**src/hdl/bcev_pkg.sv**
```systemverilog
package bcev_pkg;

  // Storage size of the control-point memory.
  localparam int unsigned MAX_POINTS = 8;
  localparam int unsigned PTR_W      = $clog2(MAX_POINTS);
  localparam int unsigned CNT_W      = PTR_W + 1;

  // Fixed-point formats.
  localparam int unsigned FRAC_BITS = 16;
  localparam int unsigned DIVD_W    = 48;
  localparam int unsigned DIVS_W    = 32;
  localparam logic [16:0] ONE_Q16   = 17'h10000;

  // Configuration register indexes.
  typedef enum logic [1:0] {
    CFG_START = 2'd0,
    CFG_END   = 2'd1,
    CFG_COUNT = 2'd2,
    CFG_NONE  = 2'd3
  } cfg_idx_e;

  // Result status codes.
  typedef enum logic [2:0] {
    ST_OK      = 3'd0,
    ST_SAT     = 3'd1,
    ST_ORDER   = 3'd2,
    ST_BAD_INT = 3'd3,
    ST_CLAMPED = 3'd4
  } status_e;

  typedef enum logic [3:0] {
    S_IDLE,
    S_DIV,
    S_POW_U,
    S_POW_V,
    S_WEIGHT,
    S_BINOM,
    S_DIFF,
    S_TERM,
    S_SCALE,
    S_SAT,
    S_DONE
  } state_e;

  typedef struct packed {
    logic               operation;
    logic [2:0]         point_index;
    logic signed [31:0] point_value;
    logic [31:0]        time_value;
    logic [1:0]         derivative_order;
  } in_t;

  typedef struct packed {
    logic signed [47:0] curve_value;
    logic [2:0]         status;
  } out_t;

  // Binomial coefficients, row-major by degree, built at elaboration.
  typedef logic [5:0] binom_tab_t [64];

  function automatic binom_tab_t gen_binom();
    binom_tab_t tab;
    for (int r = 0; r < 8; r++) begin
      for (int c = 0; c < 8; c++) begin
        if (c == 0) begin
          tab[r*8+c] = 6'd1;
        end else if (c > r) begin
          tab[r*8+c] = 6'd0;
        end else begin
          tab[r*8+c] = tab[(r-1)*8+c-1] + tab[(r-1)*8+c];
        end
      end
    end
    return tab;
  endfunction

  localparam binom_tab_t BINOM_TAB = gen_binom();

  // Falling factorial n(n-1)..(n-k+1) for n up to 7 and k up to 3.
  function automatic logic [7:0] falling(input logic [2:0] n, input logic [1:0] k);
    logic [7:0]  f;
    logic [10:0] p;
    f = 8'd1;
    for (int i = 0; i < 3; i++) begin
      if (i < int'(k)) begin
        p = f * (n - 3'(i));
        f = p[7:0];
      end
    end
    return f;
  endfunction

endpackage

```
**src/hdl/bcev_div.sv**
```systemverilog
module bcev_div (
  input  logic                         clk_i,
  input  logic                         rst_ni,
  input  logic                         start_i,
  input  logic [bcev_pkg::DIVD_W-1:0]  dividend_i,
  input  logic [bcev_pkg::DIVS_W-1:0]  divisor_i,
  output logic                         done_o,
  output logic [bcev_pkg::DIVD_W-1:0]  quotient_o
);

  localparam int unsigned STEP_W = $clog2(bcev_pkg::DIVD_W + 1);

  logic [bcev_pkg::DIVD_W-1:0] quo_q;
  logic [bcev_pkg::DIVS_W-1:0] dvs_q;
  logic [bcev_pkg::DIVS_W:0]   rem_q;
  logic [STEP_W-1:0]           step_q;
  logic                        busy_q;
  logic                        done_q;
  logic [bcev_pkg::DIVS_W:0]   rem_sh;
  logic [bcev_pkg::DIVS_W:0]   rem_sub;

  // One restoring step: shift in the next dividend bit and try a subtract.
  always_comb begin
    rem_sh  = {rem_q[bcev_pkg::DIVS_W-1:0], quo_q[bcev_pkg::DIVD_W-1]};
    rem_sub = rem_sh - {1'b0, dvs_q};
  end

  always_ff @(posedge clk_i or negedge rst_ni) begin
    if (!rst_ni) begin
      busy_q <= 1'b0;
      done_q <= 1'b0;
      step_q <= '0;
    end else begin
      done_q <= 1'b0;
      if (start_i) begin
        busy_q <= 1'b1;
        step_q <= STEP_W'(bcev_pkg::DIVD_W);
      end else if (busy_q) begin
        step_q <= step_q - 1'b1;
        if (step_q == STEP_W'(1)) begin
          busy_q <= 1'b0;
          done_q <= 1'b1;
        end
      end
    end
  end

  // Datapath needs no reset.
  always_ff @(posedge clk_i) begin
    if (start_i) begin
      quo_q <= dividend_i;
      dvs_q <= divisor_i;
      rem_q <= '0;
    end else if (busy_q) begin
      if (!rem_sub[bcev_pkg::DIVS_W]) begin
        rem_q <= rem_sub;
        quo_q <= {quo_q[bcev_pkg::DIVD_W-2:0], 1'b1};
      end else begin
        rem_q <= rem_sh;
        quo_q <= {quo_q[bcev_pkg::DIVD_W-2:0], 1'b0};
      end
    end
  end

  assign done_o     = done_q;
  assign quotient_o = quo_q;

endmodule

```
**config.mk**
```make
export PLATFORM = sky130hd
export DESIGN_NAME = bcev_div
export DESIGN_NICKNAME = d
export VERILOG_FILES = /design/src/hdl/bcev_pkg.sv /design/src/hdl/bcev_div.sv
export SDC_FILE = /design/constraint.sdc
export NUM_CORES = 1
export LEC_CHECK = 0
export ABC_AREA = 1
export BUFFER_PORTS_ARGS = -buffer_cell sky130_fd_sc_hd__buf_2
export CORE_ASPECT_RATIO = 1.5
export CORE_MARGIN = 2
export CORE_UTILIZATION = 40
export DETAILED_ROUTE_END_ITERATION = 16
export GPL_TIMING_DRIVEN = 0
export PLACE_DENSITY = 0.65
export SLEW_MARGIN = 10
export SYNTH_ARGS = -nofsm -noshare
export SYNTH_HDL_FRONTEND = slang
export SYNTH_SLANG_ARGS = --single-unit
```
**constraint.sdc**
```tcl
create_clock -name clk_i -period 6.2 [get_ports clk_i]
set_input_delay 0.62 -clock clk_i [delete_from_list [all_inputs] [get_ports clk_i]]
set_output_delay 0.62 -clock clk_i [all_outputs]
set_load 0.01 [all_outputs]
```
==> results by group <==
Critical path
  • CP Cell Sequence: inv_1 -> ha_1 -> fa_1 -> inv_1 -> nand2_1 -> nand2_1 -> nand3_1 -> nand2_2 -> nand2_1 -> nand2_2 -> nand2_2 -> nand2_2 -> nand2_4 -> nand2_4 -> buf_6 -> nand2_1 -> nand3_1 -> nand2_1
  • Critical path type: flip-flop to flip-flop
  • Highest-delay cell along the critical path: fa_1
  • Crit path capture type: flip-flop
  • Critical Path AT: 2970 ps
  • CP max stage delay: 410 ps
  • Data required, critical path: 6510 ps
  • Reg-to-Reg Start: quotient_o[47]
  • CP Max Fanout: 10
  • Setup crit start kind: flip-flop
  • Setup crit start: quotient_o[47]
  • Most numerous cell on the critical path: nand2_1

STA
  • Final number of setup-violating endpoints: 0
  • Peak Freq: 0.377 GHz
  • Clk_skew: 16.1 ps
  • Rel. slew slack: 0.438
  • Final Max Slew Viols: 0
  • Final hold violations: 0
  • Worst setup margin: 3550 ps
  • Worst-Margin Slew: approximately 840 ps
  • Fin crit share: 0.428
  • Total Neg Setup Slack: 0 ps
  • RSZ-0062 raised after global routing: no
  • Final Critical Period: 2650 ps

Clock tree
  • Inserted Clock Buffers: 17
  • Clock Path Buffers: 2
  • Post-CTS setup buffer count: 0
  • CTS tree: done
  • Reg clk slew, reported paths: 60 ps
  • Clock sink count: 120
  • H-tree Lvls: 4
  • CTS resizes: 0
  • Clock root buffer: clkbuf_16
  • Hold-fix buffers, CTS: 0
  • Worst skew pair latency: 430 ps

Global routing
  • Number of global-route vias before repair: 6949
  • All-layer global routing usage: 0.214
  • GRT overflow: 0
  • Pin count of the biggest net entering global routing: 38
  • First-pass GRT wire length: 33100 µm
  • Antenna violations before repair: 0

Power
  • Internal: approximately 0.0016 W
  • Sw Ratio: 0.259
  • PD cells: 241 nW/µm²
  • Gate power share: 0.125
  • Sequential Power Share: 0.429
  • Pleak: 5.12 nW
  • Clock share of power: 0.446
  • Switching Power: 0.000570 W
  • Worst VDD drop: 0.000151 V

Route
  • DRT Wirelength: 20100 µm
  • Routed via count: 6800
  • DRC Markers: 0
  • ANT nets after route: 0
  • Routed wire length per instance: 13.3 µm
  • DRT iter0 DRCs: 272
  • DRT Pass-1 Iters: 7
  • Vias per cell: 4.50

Floorplan
  • Total core area: 18500 µm²
  • Die Ht: around 170 µm
  • Initial Util: 0.409
  • Die Span X: 116 µm
  • # rows: 61
  • Die area: 20100 µm²
  • I/O pins: between 100 and 150

Synthesis
  • Main flop type after synthesis: edfxtp_1
  • YS warnings: 0
  • Cell area after synthesis: 7590 µm²
  • Sequential-to-total area share from yosys stat: 0.427
  • Cells after Synth: ~1100
  • Post-synth cell types: 36
  • Synth async-reset ratio: 0.0667
  • Mapped Avg Cell Area: 6.94 µm²
  • Flops & latches, synth: 120
  • Number of synthesized flops with an enable pin: 80
  • Syn nets: 1212

Finish
  • Nets: around 1400
  • Commonest non-fill, non-tap cells in the layout: 508 x nand2_1, 204 x inv_1, 131 x buf_2, 80 x edfxtp_1, 60 x nand3_1
  • Multi-input logic area: 3440 µm²
  • Fillcell total: 1950
  • Area delta synth->final: 20.7%
  • Layout cells sized above 1: 0.152
  • Commonest non-fill, non-tap cell in the layout: nand2_1
  • Register area: 3240 µm²
  • # diodes: 0
  • Finished Cell Area: approximately 9000 µm²

Place
  • PortBufs: 131
  • DP Area: 8580 µm²
  • Detailed placement HPWL: 16000 µm
  • Gpl congestion: 0.929
  • Place WS: 3100 ps

Min path
  • Worst min path class: input pin to async pin

Status
  • Status: completed

Flow run
  • Max-Cap Viols: 0
## layout make-up
class,instances,area share
multi-input combinational,743,0.375
timing repair buffer,132,0.0737
inverter,209,0.0856
clock inverter,11,0.0134
sequential,120,0.354
tap,252,0.0344
clock buffer,21,0.0502
buffer,22,0.0135
## worst paths after layout
path	to	slack [ps]	cells past startpoint
setup reg to reg	rem_q[23]	3550	18
max in group asynchronous	step_q[1]	5990	1
hold reg to reg	rem_q[8]	470	2
hold / removal	step_q[4]	30	1
setup / recovery	rem_q[23]	3550	18
min in group clk_i	dvs_q[31]	360	1
## metal layers
metal,GRT usage,part of all wire,vias to the layer above
met1,0.223,0.39,2956
met3,0.0512,0.050,29
met4,0.112,0.034,0
li1,-,-,3639
met5,0,0,-
met2,0.387,0.53,176
## per-stage QoR
stage                      util  std cells  hold slack, ps  power (W)
after floorplan               -       1094             324    0.00113
after global placement    0.462       1477             461    0.00124
after detailed placement  0.463       1478             465    0.00124
after CTS                 0.494       1510            11.3    0.00223
after global routing      0.494       1510            17.9    0.00231
final                     0.494       1510            30.2    0.00220
## cells in the mapped netlist, drive strengths merged, types with 2 or more instances
| master | instances | area, µm² |
|---|---|---|
| edfxtp | 80 | 2400 |
| ha | 34 | 425 |
| clkbuf | 14 | 52.6 |
| nand4 | 9 | 56.3 |
| nand3 | 61 | 310 |
| dfrtp | 8 | 200 |
| nor3 | 7 | 40.0 |
| nor2 | 48 | 190 |
| dfxtp | 32 | 641 |
| xnor2 | 13 | 114 |
| and2 | 6 | 37.5 |
| o21ai | 11 | 55.1 |
| buf | 8 | 71.3 |
| xor2 | 2 | 17.5 |
| inv | 208 | 781 |
| o21bai | 2 | 15.0 |
| a21oi | 22 | 110 |
| nand2 | 519 | 1990 |
| a21o | 2 | 15.0 |
## registers in the layout (all words and copies together), names as in the netlist
register / cells
quotient_o: 48
dvs_q: 32
rem_q: 32
step_q: 6
busy_q: 1
done_o: 1
## power by group through the flow
stage | Combinational [W] | Clock, W | Sequential, W
after floorplan | 0.000157 | 0 | 0.000970
after global placement | 0.000275 | 0 | 0.000961
after detailed placement | 0.000279 | 0 | 0.000960
after CTS | 0.000279 | 0.00101 | 0.000947
after global routing | 0.000316 | 0.00104 | 0.000953
final | 0.000275 | 0.000982 | 0.000946
## kinds of logic after synthesis
logic type	Yosys count	synth area share
and+or+nand+nor	655	0.350
buffers and inverters	231	0.120
DFF	120	0.427
AOI/OAI and AO/OA	38	0.0265
adders and majority gates	35	0.0587
xor gates and xnor gates	15	0.0173
## critical path, delay by kind of cell, from the launching register on
family        cells  cell delay [ps]
fa+ha+maj         2              640
buf+inv           3              370
flops             1              350
simple gates     13             1160
No activity file was read; power rests on OpenSTA's default activity.
